`config.mk`:
```
export PLATFORM = sky130hd
export DESIGN_NAME = sfd_mul
export DESIGN_NICKNAME = d
export VERILOG_FILES = /design/src/hdl/sfd_pkg.sv /design/src/hdl/sfd_mul.sv
export SDC_FILE = /design/constraint.sdc
export NUM_CORES = 2
export LEC_CHECK = 0
export BUFFER_PORTS_ARGS = -buffer_cell sky130_fd_sc_hd__buf_2
export CAP_MARGIN = 20
export CORE_MARGIN = 10
export CORE_UTILIZATION = 34
export CTS_CLUSTER_SIZE = 40
export DETAILED_ROUTE_END_ITERATION = 8
export GPL_ROUTABILITY_DRIVEN = 0
export PLACE_DENSITY = 0.53
export SKIP_LAST_GASP = 1
export SYNTH_ARGS = -nofsm -noshare
export SYNTH_HDL_FRONTEND = slang
export SYNTH_SLANG_ARGS = --single-unit
```
`constraint.sdc`:
```
create_clock -name clk_i -period 9.35 [get_ports clk_i]
set_clock_uncertainty 0.15 [all_clocks]
set_input_delay 0 -clock clk_i [delete_from_list [all_inputs] [get_ports clk_i]]
set_output_delay 0 -clock clk_i [all_outputs]
set_load 0.02 [all_outputs]
```
`src/hdl/sfd_pkg.sv`:
```
// Shared types, widths, codes and helpers for the stereo feedback delay.
// Used by every module and interface in hdl/ but sfd_ram; depends on nothing else.
package sfd_pkg;

  // Ring and sample geometry.
  localparam int RING_DEPTH  = 131072;
  localparam int SAMPLE_BITS = 24;
  localparam int IDX_W       = $clog2(RING_DEPTH);

  // Register and field widths fixed by the block's definition.
  localparam int DL_W       = 17;
  localparam int COEF_W     = 16;
  localparam int RAMP_W     = 16;
  localparam int TGT_W      = 17;
  localparam int CFG_IDX_W  = 3;
  localparam int CFG_DATA_W = 17;

  // Fixed-point formats.
  localparam int DAMP_FRAC = 8;
  localparam int DAMP_W    = SAMPLE_BITS + DAMP_FRAC;
  localparam int DIFF_W    = DAMP_W + 1;
  localparam int WET_FRAC  = 31;
  localparam int WET_W     = WET_FRAC + 2;
  localparam int TGT_SHIFT = WET_FRAC - 16;
  localparam int FB_SHIFT  = DAMP_FRAC + COEF_W;
  localparam int SUM_W     = SAMPLE_BITS + 2;
  localparam int CMP_W     = (DL_W > IDX_W + 1) ? DL_W : IDX_W + 1;

  // Shared multiplier operand widths.
  localparam int MUL_A_W = (DIFF_W > WET_W) ? DIFF_W : WET_W;
  localparam int MUL_B_W = (SAMPLE_BITS > COEF_W + 1) ? SAMPLE_BITS : COEF_W + 1;
  localparam int MUL_P_W = MUL_A_W + MUL_B_W;

  localparam logic signed [MUL_P_W-1:0] FB_RND  = MUL_P_W'(64'd1 << (FB_SHIFT - 1));
  localparam logic signed [MUL_P_W-1:0] WET_RND = MUL_P_W'(64'd1 << (WET_FRAC - 1));

  // Divider geometry: magnitude of the ramp span over the ramp length.
  localparam int DVD_W     = WET_FRAC + 1;
  localparam int DVS_W     = RAMP_W;
  localparam int DIV_CNT_W = $clog2(DVD_W + 1);

  localparam logic [TGT_W-1:0] WET_ONE = TGT_W'(65536);

  // Register reset values.
  localparam logic [DL_W-1:0]   DL_RESET   = DL_W'(24000);
  localparam logic [COEF_W-1:0] FB_RESET   = COEF_W'(32768);
  localparam logic [COEF_W-1:0] DAMP_RESET = COEF_W'(32768);
  localparam logic [RAMP_W-1:0] RAMP_RESET = RAMP_W'(960);

  typedef logic signed [SAMPLE_BITS-1:0] sample_t;

  typedef enum logic [CFG_IDX_W-1:0] {
    CFG_DELAY    = 3'd0,
    CFG_FEEDBACK = 3'd1,
    CFG_DAMP     = 3'd2,
    CFG_PINGPONG = 3'd3,
    CFG_STEREO   = 3'd4,
    CFG_RAMP     = 3'd5
  } sfd_cfg_e;

  typedef enum logic [1:0] {
    MOP_DAMP,
    MOP_FB,
    MOP_WET
  } sfd_mop_e;

  typedef enum logic [3:0] {
    ST_IDLE,
    ST_TARGET,
    ST_DIVIDE,
    ST_DECIDE,
    ST_DAMP_L,
    ST_DAMP_R,
    ST_FB_L,
    ST_FB_R,
    ST_WET_L,
    ST_WET_R,
    ST_FINISH,
    ST_PUSH
  } sfd_state_e;

  typedef struct packed {
    sfd_mop_e                   op;
    logic signed [MUL_A_W-1:0]  a;
    logic signed [MUL_B_W-1:0]  b;
  } mul_req_t;

  typedef struct packed {
    logic              start;
    logic [DVD_W-1:0]  dividend;
    logic [DVS_W-1:0]  divisor;
  } div_req_t;

  typedef struct packed {
    logic              done;
    logic [DVD_W-1:0]  quotient;
  } div_rsp_t;

  // Clamp a widened sum to the signed sample range.
  function automatic sample_t sat_sample(input logic signed [SUM_W-1:0] x);
    logic same;
    sample_t r;
    same = (x[SUM_W-1:SAMPLE_BITS-1] == '0) || (x[SUM_W-1:SAMPLE_BITS-1] == '1);
    if (same) begin
      r = x[SAMPLE_BITS-1:0];
    end else if (x[SUM_W-1]) begin
      r = {1'b1, {(SAMPLE_BITS-1){1'b0}}};
    end else begin
      r = {1'b0, {(SAMPLE_BITS-1){1'b1}}};
    end
    return r;
  endfunction

endpackage

```
`src/hdl/sfd_mul.sv`:
```
// Shared signed multiplier with a registered product and a per-operation
// shift. Depends on sfd_pkg for operand widths and operation codes.
module sfd_mul (
  input  logic                               clk_i,
  input  sfd_pkg::mul_req_t                  req_i,
  output logic signed [sfd_pkg::MUL_P_W-1:0] res_o
);
  import sfd_pkg::*;

  logic signed [MUL_P_W-1:0] prod_q, prod_d;
  sfd_mop_e                  op_q;

  assign prod_d = $signed(req_i.a) * $signed(req_i.b);

  always_ff @(posedge clk_i) begin
    prod_q <= prod_d;
    op_q   <= req_i.op;
  end

  // The damper takes a floor shift; feedback and wet terms round half up.
  always_comb begin
    case (op_q)
      MOP_DAMP: res_o = prod_q >>> COEF_W;
      MOP_FB:   res_o = (prod_q + FB_RND) >>> FB_SHIFT;
      MOP_WET:  res_o = (prod_q + WET_RND) >>> WET_FRAC;
      default:  res_o = prod_q;
    endcase
  end

endmodule

```
# --- Yosys cells after proc, flatten, opt, wreduce, memory -nomap -nowiden ---
# Index checks and enable logic that the tools add are counted.
classes:
  addsub: 2
  mul: 1
  eq_ne: 2
  muxes: 1
  n_reduce_logical: 1
op_table:
  columns: ["operator", "count"]
  rows:
  - ["57-bit case mux with 3 select lines", 1]
  - ["57-bit by 25-bit adder with 57-bit output, second input constant", 1]
  - ["57-bit by 32-bit adder with 57-bit output, second input constant", 1]
  - ["33-bit by 24-bit multiplier with 57-bit output", 1]
  - ["2-bit by 1-bit equality test with 1-bit output, second input constant", 1]
  - ["2-bit equality test, second input constant", 1]
  - ["2-bit logical NOT", 1]
word_totals:
  register_bits: 59
  in_bits: 60
  output_inout_bits: 57
  elab_cells: 9

# --- Longest topological paths before layout ---
depth:
  word_depth: 2
  depth_mapped: 27
  mapped_depth_nobuf: 25

# --- Worst setup path before layout ---
# Ideal clock, no wire load.
synth_path:
  kind: "input port to flip-flop"
  start: "in req_i[9] (netlist name)"
  end: "reg prod_q[56]"
  setup_time_ps: 121
  arrival_ps: 6399
  required_time_ps: 9079
  slack_ps: 2680
  stages: 24
  path_buffers: 1
  path_cell_list: "clkbuf_1 > nand2_1 > fa_1 > fa_1 > inv_1 > fa_1 > inv_1 > fa_1 > inv_1 > fa_1 > fa_1 > inv_1 > fa_1 > inv_1 > ha_1 > nand3_2 > or4_1 > a211o_1 > a41oi_2 > a31o_1 > a31oi_1 > o21a_1 > a311o_1 > xnor2_1"
synth_via:
  elab_chain_len: 1
synth_lines:
  columns: ["element", "line", "source"]
  rows:
  - ["from (decl)", "sfd_mul.sv:5", "input sfd_pkg::mul_req_t req_i,"]
  - ["33-bit by 24-bit multiplier with 57-bit output", "sfd_mul.sv:13", "assign prod_d = $signed(req_i.a) * $signed(req_i.b);"]
  - ["via prod_d[56]", "sfd_mul.sv:10", "logic signed [MUL_P_W-1:0] prod_q, prod_d;"]
  - ["to (signal assigned)", "sfd_mul.sv:16", "prod_q <= prod_d;"]
  - ["to (decl)", "sfd_mul.sv:10", null]
# The timed path passes the listed nets, and every way through them passes these cells.

# --- Worst setup path in the final report ---
layout_path:
  start: "in req_i[3] (netlist name)"
  end: "reg prod_q[56]"
# The elaborated chain is that of the path after synthesis.

==> impl_results.md <==
* Status: finished clean
* Netlist cell types at 67
* Mean Syn Cell Area at 9.18 sq um
* FP Rows at 111
* Share of cells above drive strength 1 at 5.50%
* Drt drc at 0
* DR vias at 22014
* Setup WS post-layout at 2.10 ns
* Drt total wl at 85300 um
* Core Region at 0.0914 sq mm
* CP Class: in2reg
* Placed cell area at 0.0326 sq mm
* Setup TNS at 0 ns
* Post-place setup slack at 1.73 ns
* Final Net Count at 4376
* WHS at 0.147 ns
* Yosys warns at 0
* GRT overflow at 0
* Slew @ Worst Pin at 1.04 ns
* Slew Viols, Final at 0
* Die height at 323 um
* CTS tree: built
* Crit share post-route at 77.6%
* RSZ-0062 raised after global routing: no
* PortBufs at 116
* Fin crit period at 7.25 ns
* Max Cap Viol at 0
* Clock transition at path regs at 0.05 ns
* Die Area at 0.104 sq mm
* Post-synthesis net count at 4420
* CP arrival at 7.31 ns
* Die X at 323 um
* Fin. Hold Viols at 0
* Synth async-reset ratio at 0%
* Post-Synthesis Cells at 3401
* First-pass GRT wire length at 140000 um
* Layout Area Growth over Synthesis at 5.66%
* Via density at 4.84
* Initial Util at 34.2%
* Post-synth EDFFs at 0
* Vias in the first global route at 24915
* CP startpoint kind: primary input
* CTS sink cnt at 59
* Netlist Area Pre-Place at 0.0312 sq mm
* HP Class: in2reg
* Critical path fanouts, max at 33
* Largest net degree at the start of global routing at 45
* Antenna violations before repair at 9
* CTS Buf Count at 9
* Sequential area share after synthesis at 3.78%
* Peak Freq at 138 MHz
* Filler cells at 9470
* Wire per inst at 18.7 um
* Final ANT Viol Nets at 0
* Ports at 117
* Crit. End Element: flop
* Max Buffers Root-to-Sink at 2
* Tot GR Track Use at 17.2%
* Post-route cell area at 0.0330 sq mm
* CTS H-Tree Depth at 3
* Synth Register Bits at 59
* Hpwl dp at 71800 um
* Final setup violating endpoints at 0
* WP data required at 9.41 ns
* Clk root buf: clkbuf_16
* Drt first-iter violations at 1136
* Slew HR at 31.0%
* Drt pass-1 iters at 5
* Dominant synthesized flop cell: dfxtp_1
placed cells by master, fill, tap and decap left out, drive strengths merged, types with 4 or more instances in the layout:
cell / Yosys / final
inv: 833 / 833
nor2b: 5 / 5
a21oi: 86 / 86
mux4: 31 / 31
o21a: 8 / 8
buf: 13 / 122
and3: 12 / 12
a31oi: 4 / 4
nand4: 14 / 14
xor2: 40 / 40
clkbuf: 166 / 10
nor4: 4 / 4
nand2b: 14 / 14
dfxtp: 59 / 59
o21ai: 42 / 42
ha: 154 / 154
or3: 4 / 4
nor2: 60 / 60
o211ai: 8 / 8
nor3: 10 / 10
o21bai: 8 / 8
a21o: 38 / 38
nand3: 26 / 26
diode: 0 / 4
and2: 392 / 392
nand2: 434 / 434
xnor2: 76 / 76
a211oi: 11 / 11
fa: 805 / 805
logic make-up after synthesis:
family                     after synthesis  share of synthesized area (%)
xor gates and xnor gates               116                           3.25
and+or+nand+nor                        989                           15.9
AOI/OAI and AO/OA                      233                           4.72
buffers and inverters                 1013                           12.3
muxes                                   32                           2.27
adders and majority gates              959                           57.8
DFF                                     59                           3.78
cell usage after synthesis (all sizes together), types with 4 or more instances:
cell type	instances	share of area, %
mux4	31	2.2
nor3	10	0.16
fa	805	52
nor2b	5	0.10
and2	392	7.9
and3	12	0.24
a21oi	86	1.4
nand2b	14	0.28
a21o	38	0.91
a31oi	4	0.080
o21ai	42	0.69
o211ai	8	0.19
nand3	26	0.46
ha	154	6.2
clkbuf	166	2.0
nand2	434	5.2
nand4	14	0.33
o21bai	8	0.19
xor2	40	1.1
nor4	4	0.13
nor2	60	0.73
xnor2	76	2.1
dfxtp	59	3.8
or3	4	0.080
a211oi	11	0.26
buf	13	0.24
inv	833	10
o21a	8	0.19
worst max-delay path, stage by stage:
cell	delay (ns)
buf_2	0.58
nand2_1	0.18
fa_1	0.59
fa_1	0.46
fa_1	0.51
fa_1	0.51
inv_1	0.05
fa_1	0.49
fa_1	0.53
inv_1	0.07
fa_1	0.48
inv_1	0.04
ha_1	0.40
nand3_2	0.15
or4_1	0.52
a211o_1	0.30
a41oi_2	0.31
a31o_1	0.29
a31oi_1	0.14
o21a_1	0.24
a311o_1	0.32
xnor2_1	0.13
routing by layer:
metal  vias up  track usage, %  wire length, um
met3       126            1.47             3180
met5         -               0               47
met2       457            32.5            46200
met4         6            5.16             2880
met1     11619            20.4            33000
li1       9806               -                -
sequential cells by signal, summed over array words and instances (netlist names):
name    flops
op_q        2
prod_q     57
cell type report:
type / instances / area, sq um / share of cell area, %
Tap cell: 1186 / 1480 / 4.50
Sequential cell: 59 / 1180 / 3.59
Antenna cell: 4 / 10.0 / 0.0303
Timing Repair Buffer: 124 / 646 / 1.96
Clock inverter: 6 / 88.8 / 0.269
Clock buffer: 10 / 239 / 0.724
Inverter: 834 / 3130 / 9.49
Multi-Input combinational cell: 2329 / 26200 / 79.4
per-stage QoR:
step	util, %	instances
2_1_floorplan	-	3401
3_3_place_gp	35.7	4530
3_5_place_dp	35.7	4530
4_1_cts	36.1	4548
5_1_grt	36.1	4550
6_report	36.1	4552
what timing repair did:
action,in CTS,in global routing
hold endpoints to repair,2,0
endpoints found under the setup margin,0,0
resized for setup,0,0
buffers inserted,0,0
hold buffers,2,0
worst paths after layout:
path,from,end,slack [ns],depth (start not counted)
hold / removal,req_i[0],prod_q[0],0.15,2
setup / recovery,req_i[3],prod_q[56],2.10,22
Power is left out: the tool's default activity adds up to more than one toggle a clock period on the data nets, which glitch-free logic cannot reach.
