File: src/hdl/sfd_pkg.sv
// Shared types, widths, codes and helpers for the stereo feedback delay.
// Used by every module and interface in hdl/ but sfd_ram; depends on nothing else.
package sfd_pkg;

  // Ring and sample geometry.
  localparam int RING_DEPTH  = 131072;
  localparam int SAMPLE_BITS = 24;
  localparam int IDX_W       = $clog2(RING_DEPTH);

  // Register and field widths fixed by the block's definition.
  localparam int DL_W       = 17;
  localparam int COEF_W     = 16;
  localparam int RAMP_W     = 16;
  localparam int TGT_W      = 17;
  localparam int CFG_IDX_W  = 3;
  localparam int CFG_DATA_W = 17;

  // Fixed-point formats.
  localparam int DAMP_FRAC = 8;
  localparam int DAMP_W    = SAMPLE_BITS + DAMP_FRAC;
  localparam int DIFF_W    = DAMP_W + 1;
  localparam int WET_FRAC  = 31;
  localparam int WET_W     = WET_FRAC + 2;
  localparam int TGT_SHIFT = WET_FRAC - 16;
  localparam int FB_SHIFT  = DAMP_FRAC + COEF_W;
  localparam int SUM_W     = SAMPLE_BITS + 2;
  localparam int CMP_W     = (DL_W > IDX_W + 1) ? DL_W : IDX_W + 1;

  // Shared multiplier operand widths.
  localparam int MUL_A_W = (DIFF_W > WET_W) ? DIFF_W : WET_W;
  localparam int MUL_B_W = (SAMPLE_BITS > COEF_W + 1) ? SAMPLE_BITS : COEF_W + 1;
  localparam int MUL_P_W = MUL_A_W + MUL_B_W;

  localparam logic signed [MUL_P_W-1:0] FB_RND  = MUL_P_W'(64'd1 << (FB_SHIFT - 1));
  localparam logic signed [MUL_P_W-1:0] WET_RND = MUL_P_W'(64'd1 << (WET_FRAC - 1));

  // Divider geometry: magnitude of the ramp span over the ramp length.
  localparam int DVD_W     = WET_FRAC + 1;
  localparam int DVS_W     = RAMP_W;
  localparam int DIV_CNT_W = $clog2(DVD_W + 1);

  localparam logic [TGT_W-1:0] WET_ONE = TGT_W'(65536);

  // Register reset values.
  localparam logic [DL_W-1:0]   DL_RESET   = DL_W'(24000);
  localparam logic [COEF_W-1:0] FB_RESET   = COEF_W'(32768);
  localparam logic [COEF_W-1:0] DAMP_RESET = COEF_W'(32768);
  localparam logic [RAMP_W-1:0] RAMP_RESET = RAMP_W'(960);

  typedef logic signed [SAMPLE_BITS-1:0] sample_t;

  typedef enum logic [CFG_IDX_W-1:0] {
    CFG_DELAY    = 3'd0,
    CFG_FEEDBACK = 3'd1,
    CFG_DAMP     = 3'd2,
    CFG_PINGPONG = 3'd3,
    CFG_STEREO   = 3'd4,
    CFG_RAMP     = 3'd5
  } sfd_cfg_e;

  typedef enum logic [1:0] {
    MOP_DAMP,
    MOP_FB,
    MOP_WET
  } sfd_mop_e;

  typedef enum logic [3:0] {
    ST_IDLE,
    ST_TARGET,
    ST_DIVIDE,
    ST_DECIDE,
    ST_DAMP_L,
    ST_DAMP_R,
    ST_FB_L,
    ST_FB_R,
    ST_WET_L,
    ST_WET_R,
    ST_FINISH,
    ST_PUSH
  } sfd_state_e;

  typedef struct packed {
    sfd_mop_e                   op;
    logic signed [MUL_A_W-1:0]  a;
    logic signed [MUL_B_W-1:0]  b;
  } mul_req_t;

  typedef struct packed {
    logic              start;
    logic [DVD_W-1:0]  dividend;
    logic [DVS_W-1:0]  divisor;
  } div_req_t;

  typedef struct packed {
    logic              done;
    logic [DVD_W-1:0]  quotient;
  } div_rsp_t;

  // Clamp a widened sum to the signed sample range.
  function automatic sample_t sat_sample(input logic signed [SUM_W-1:0] x);
    logic same;
    sample_t r;
    same = (x[SUM_W-1:SAMPLE_BITS-1] == '0) || (x[SUM_W-1:SAMPLE_BITS-1] == '1);
    if (same) begin
      r = x[SAMPLE_BITS-1:0];
    end else if (x[SUM_W-1]) begin
      r = {1'b1, {(SAMPLE_BITS-1){1'b0}}};
    end else begin
      r = {1'b0, {(SAMPLE_BITS-1){1'b1}}};
    end
    return r;
  endfunction

endpackage

File: src/hdl/sfd_div.sv
// Restoring unsigned divider, one quotient bit per cycle.
// Depends on sfd_pkg for widths and the request and response structs.
module sfd_div (
  input  logic              clk_i,
  input  logic              rst_ni,
  input  sfd_pkg::div_req_t req_i,
  output sfd_pkg::div_rsp_t rsp_o
);
  import sfd_pkg::*;

  logic                 busy_q, busy_d;
  logic                 done_q, done_d;
  logic [DIV_CNT_W-1:0] cnt_q, cnt_d;
  logic [DVS_W-1:0]     rem_q, rem_d;
  logic [DVS_W-1:0]     dvs_q, dvs_d;
  logic [DVD_W-1:0]     quo_q, quo_d;
  logic [DVS_W:0]       shifted;
  logic                 fits;

  always_comb begin
    shifted = {rem_q, quo_q[DVD_W-1]};
    fits    = (shifted >= {1'b0, dvs_q});
    busy_d  = busy_q;
    done_d  = 1'b0;
    cnt_d   = cnt_q;
    rem_d   = rem_q;
    dvs_d   = dvs_q;
    quo_d   = quo_q;
    if (req_i.start) begin
      busy_d = 1'b1;
      cnt_d  = DIV_CNT_W'(DVD_W);
      rem_d  = '0;
      dvs_d  = req_i.divisor;
      quo_d  = req_i.dividend;
    end else if (busy_q) begin
      rem_d = fits ? DVS_W'(shifted - {1'b0, dvs_q}) : shifted[DVS_W-1:0];
      quo_d = {quo_q[DVD_W-2:0], fits};
      cnt_d = cnt_q - 1'b1;
      if (cnt_q == DIV_CNT_W'(1)) begin
        busy_d = 1'b0;
        done_d = 1'b1;
      end
    end
  end

  always_ff @(posedge clk_i or negedge rst_ni) begin
    if (!rst_ni) begin
      busy_q <= 1'b0;
      done_q <= 1'b0;
      cnt_q  <= '0;
    end else begin
      busy_q <= busy_d;
      done_q <= done_d;
      cnt_q  <= cnt_d;
    end
  end

  always_ff @(posedge clk_i) begin
    rem_q <= rem_d;
    dvs_q <= dvs_d;
    quo_q <= quo_d;
  end

  assign rsp_o.done     = done_q;
  assign rsp_o.quotient = quo_q;

endmodule
File: config.mk
export PLATFORM = sky130hd
export DESIGN_NAME = sfd_div
export DESIGN_NICKNAME = d
export VERILOG_FILES = /design/src/hdl/sfd_pkg.sv /design/src/hdl/sfd_div.sv
export SDC_FILE = /design/constraint.sdc
export NUM_CORES = 1
export LEC_CHECK = 0
export BUFFER_PORTS_ARGS = -buffer_cell sky130_fd_sc_hd__clkbuf_2
export CAP_MARGIN = 20
export CELL_PAD_IN_SITES_DETAIL_PLACEMENT = 2
export CELL_PAD_IN_SITES_GLOBAL_PLACEMENT = 2
export CORE_MARGIN = 2
export CORE_UTILIZATION = 38
export CTS_BUF_LIST = sky130_fd_sc_hd__clkbuf_4 sky130_fd_sc_hd__clkbuf_8 sky130_fd_sc_hd__clkbuf_16
export CTS_CLUSTER_SIZE = 10
export DETAILED_ROUTE_END_ITERATION = 10
export PLACE_DENSITY_LB_ADDON = 0.1
export SYNTH_ARGS = -nofsm -noshare
export SYNTH_HDL_FRONTEND = slang
export SYNTH_SLANG_ARGS = --single-unit
File: constraint.sdc
create_clock -name clk_i -period 5.1 [get_ports clk_i]
set_clock_uncertainty 0.15 [all_clocks]
set_input_delay 0.255 -clock clk_i [delete_from_list [all_inputs] [get_ports clk_i]]
set_output_delay 0.255 -clock clk_i [all_outputs]
set_load 0.01 [all_outputs]
# Word-level counts from Yosys, hierarchy flattened
# Index checks and enable logic that the tools add are counted.
# Widths: inputs -> output; s select.
dict set report totals {
  reg_bits 72
  elab_cells 22
}
dict set report op_classes {
  add_sub_neg 2
  order_cmp 1
  eq_ne 1
  mux 11
  n_reduce_logical 1
}
# cell n
set ops {}
lappend ops {{$mux 32} 2}
lappend ops {{$ge 17x16->1} 1}
lappend ops {{$mux 16} 1}
lappend ops {{$sub 16x16->16} 1}
lappend ops {{$mux 6} 2}
lappend ops {{$eq 6x1->1 const B} 1}
lappend ops {{$mux 1} 6}
lappend ops {{$sub 6x1->6 const B} 1}
lappend ops {{$reduce_bool 2->1} 1}

# Depth between registers and ports, before layout
dict set report logic_depth {
  depth_word 4
  mapped_depth 10
  ltp_nobuf 9
}

# Worst setup path before layout
# OpenSTA, ideal clock, no wires.
dict set report synth_timing {
  path_type {reg-to-reg}
  from {register dvs_q[10]}
  to {register quo_q[0] (data pin)}
  setup_time_ns 0.269
  arrival_ns 2.078
  t_required_ns 4.681
  setup_slack_ns 2.603
  stages_incl_launch_ff 10
  n_path_buf 2
  path_cell_list {edfxtp_1 inv_1 ha_1 buf_6 a21o_1 a21o_1 a221o_1 a221oi_1 buf_2 o21ai_0}
}
dict set report synth_between {
  elab_chain_cells 3
}
# item line_no
set synth_lines {}
lappend synth_lines {{from (decl)} sfd_div.sv:15} ;# logic [DVS_W-1:0] dvs_q, dvs_d;
lappend synth_lines {{from (signal assigned)} sfd_div.sv:60} ;# dvs_q <= dvs_d;
lappend synth_lines {{$ge 17x16->1} sfd_div.sv:22} ;# fits = (shifted >= {1'b0, dvs_q});
lappend synth_lines {{$mux 32} sfd_div.sv:35} ;# end else if (busy_q) begin
lappend synth_lines {{$mux 32} sfd_div.sv:29} ;# if (req_i.start) begin
lappend synth_lines {{via quo_d[0]} sfd_div.sv:16} ;# logic [DVD_W-1:0] quo_q, quo_d;
lappend synth_lines {{to (signal assigned)} sfd_div.sv:61} ;# quo_q <= quo_d;
lappend synth_lines {{to (decl)} sfd_div.sv:16}
# The timed path passes the listed nets, and every way through them passes these cells. The select of a mux whose other input is x is not followed.
# A chain may end at the register's enable or synchronous reset.

# Worst setup path after layout
dict set report layout_timing {
  from {register dvs_q[15]}
  to {register rem_q[0]}
}
dict set report layout_between {
  elab_chain_cells 2
}
# item line_no
set layout_lines {}
lappend layout_lines {{$ge 17x16->1} sfd_div.sv:22}
lappend layout_lines {{$mux 16} sfd_div.sv:36} ;# rem_d = fits ? DVS_W'(shifted - {1'b0, dvs_q}) : shifted[DVS_W-1:0];
lappend layout_lines {{to (signal assigned)} sfd_div.sv:59} ;# rem_q <= rem_d;
lappend layout_lines {{to (decl)} sfd_div.sv:14} ;# logic [DVS_W-1:0] rem_q, rem_d;
# No other way between the ends.

==> key figures <==
STA
  • Setup tns final: 0 ns
  • Final Cycle Share: 0.629
  • Slew @ Worst Pin: around 0.83 ns
  • Pins Over Slew Limit: 0
  • RSZ-0062 raised after global routing: no
  • Max Clock Freq: 312 MHz
  • Hold Vio Cnt, Final: 0
  • Minimum clock period: 3.21 ns
  • Relative slew margins: 0.449
  • Worst setup margin: 1.89 ns
  • Final setup viols: 0
  • Worst hold slack: 0.0181 ns

Clocking
  • Max Root-Sink Buffers: 2
  • TritonCTS sink count: 72
  • Post-CTS sizing: 0
  • CTS buffer count: 9
  • CTS tree: done
  • Register clock-pin slew on the reported worst setup and hold paths: 0.08 ns
  • Clock tree root driver cell: clkbuf_8
  • Worst skew pair latency: 0.37 ns
  • Htree depth: 3

Place
  • Placer Congestion: 0.790
  • Final HPWL DP: 8380 um
  • Worst slack, placed: 1.91 ns
  • # port buffers: between 80 and 90

Floorplan
  • Die extent in x: 106 um
  • Initial core utilization: 0.387
  • Die area: ~11000 um^2
  • Rows: 37
  • Top Ports: 84
  • Die height: ~110 um
  • Core area: 10200 um^2

Synthesis
  • FF+latch count, synth: 72
  • Asr flop ratio synth: 0.111
  • Commonest register cell after synthesis: edfxtp_1
  • Distinct cells, synth: 53
  • Syn Std Cell Area: 3940 um^2
  • Post-Synthesis Cells: approximately 360
  • Yosys warns: 0
  • Mean post-synth cell area: 10.9 um^2
  • Area contributors post-synth: edfxtp_1 (37%), mux2_2 (8.9%), dfxtp_1 (8.1%)
  • Largest area contributor in the netlist: edfxtp_1
  • Top cell type's share of synthesized area: 0.366
  • Post-synth EDFFs: between 40 and 50
  • Sequential area share after synthesis: 0.498
  • Post-Syn Nets: 432

Critical path
  • Critical path required time: ~5.2 ns
  • Crit-path max FO: 10
  • CP endpoint kind: flip-flop
  • Crit path kind: flip-flop to flip-flop
  • Arr. time, crit path: 3.32 ns
  • Crit start category: flip-flop

Cells and area
  • Layout fillers: 1103
  • Final #Nets: 531
  • # diodes: 0
  • Area growth, synth to finish: 23.6%
  • Storage element area: 1960 um^2
  • Multi-input logic area: 1800 um^2
  • Layout cells sized above 1: 0.296

Global route
  • Met3 Track Usage GR: 0.0637
  • Global routing usage on met2: 0.394
  • Busiest layer in global routing: met2
  • Largest net degree at the start of global routing: 45
  • Routing usage on met1: 0.272
  • Total Routing Usage GR: 0.227
  • First-pass GRT wire length: 19700 um
  • Antenna violations before repair: 0
  • Total congestion overflow: 0
  • Vias in the first global route: between 3000 and 4000

Power and ir drop
  • P per Cell Area: approximately 340 nW/um^2
  • Total power: 1.65 mW
  • Worst VDD drop: 0.000165 V
  • LEAKAGE: around 2.1 nW

Detailed routing
  • Final antenna-violating net count: 0
  • DR vias/cell: 5.40
  • DR vias: 3249
  • Final WL: 11700 um
  • DRT Pass-1 Iters: 4
  • DR WL/cell: 19.5 um
  • DR iter-0 viols: about 120
  • DRC Markers: 0

Run
  • Max cap viols: 0

Worst hold path
  • Hold Path Class: input pin to flip-flop

Status
  • Outcome: complete, no violations
## report_power, final
| group | switching, mW | internal, mW |
|---|---|---|
| Clock | 0.235 | 0.287 |
| Sequential | 0.0547 | 0.706 |
| Combinational | 0.201 | 0.165 |
| Total | 0.491 | 1.16 |
## registers in the layout, indices dropped and copies added, names as in the netlist
name	flops
busy_q	1
cnt_q	6
done_q	1
dvs_q	16
quo_q	32
rem_q	16
## per-stage QoR
stage / area [um^2] / util / instances
after global placement: 4480 / 0.440 / 569
after global routing: 4870 / 0.478 / 602
after detailed placement: 4480 / 0.440 / 569
after CTS: 4870 / 0.478 / 602
final: 4870 / 0.478 / 602
after floorplan: 3940 / - / 362
## layout by cell type (no fill, tap or decap), types with 6 or more instances in the layout
cell	instances
mux2_2	31
and3_1	6
a21oi_1	15
o21ai_0	18
nand3_1	13
nor3_1	7
o21a_1	6
dlygate4sd3_1	17
inv_1	25
nor2_1	25
dfrtp_1	8
edfxtp_1	48
ha_1	18
dfxtp_1	16
clkbuf_8	9
nand2_1	26
clkbuf_2	83
xnor2_1	7
## path summary, 6_finish.rpt
kind	start	to	slack, ns	cells past startpoint
min reg2reg	rem_q[8]$_SDFFE_PP0P_	rem_q[8]$_SDFFE_PP0P_	0.36	2
min in group asynchronous	rst_ni	cnt_q[1]$_DFFE_PN0P_	0.11	2
max reg2reg	dvs_q[15]$_DFFE_PP_	rem_q[0]$_SDFFE_PP0P_	1.89	9
max	dvs_q[15]$_DFFE_PP_	rem_q[0]$_SDFFE_PP0P_	1.89	9
min	req_i[16]	quo_q[0]$_DFFE_PP_	0.02	3
max in group asynchronous	rst_ni	busy_q$_DFF_PN0_	4.50	2
## kinds of logic after synthesis
logic type	count (synthesis)	share of synthesized area
mux	36	0.101
buf+inv	42	0.0454
fa+ha+maj	19	0.0622
xor+xnor	12	0.0267
flops	72	0.498
compound gates	79	0.137
simple gates	102	0.130
## critical path, cell delays in order (launching register included)
cell	delay, ns
edfxtp_1	0.36
inv_1	0.07
ha_1	0.27
a211oi_1	0.36
and3_1	0.42
nor2_1	0.12
a221oi_1	0.72
buf_4	0.30
nand2_1	0.07
a311oi_1	0.27
## cell usage after synthesis, drive strengths merged (2+ instances only)
cell type,n
o31ai,2
nand2b,2
nor3,7
mux2,31
nor4,3
inv,25
clkbuf,8
nand4b,5
a221o,3
and3,6
and4,2
buf,9
mux2i,5
o21ai,18
nand4,3
and2,3
o22ai,2
nor2b,3
dfxtp,16
a21o,5
nand2,26
a221oi,2
o21a,6
xor2,5
a311oi,3
o31a,2
xnor2,7
ha,18
a211oi,4
o211ai,2
nor2,25
a32oi,5
a21oi,17
edfxtp,48
dfrtp,8
nand3,13
## final cells by class
| class | count | share of cell area |
|---|---|---|
| flip-flops and latches | 72 | 0.403 |
| multi-input cells | 248 | 0.370 |
| repair buffers | 105 | 0.128 |
| well taps | 136 | 0.0349 |
| clock buffers | 11 | 0.0285 |
| inverters | 25 | 0.0193 |
| clock inverters | 5 | 0.0167 |
## routing by layer
metal | wire, um | part of all wire
met5 | 0 | 0
met4 | 170 | 0.015
met3 | 693 | 0.059
met2 | 5970 | 0.51
met1 | 4880 | 0.42
## what timing repair did
| item | in CTS | in global routing |
|---|---|---|
| hold buffers | 17 | 0 |
| hold endpoints to repair | 24 | 0 |
| setup buffers | 0 | 0 |
Note: power is estimated with default switching activity, not from simulation.
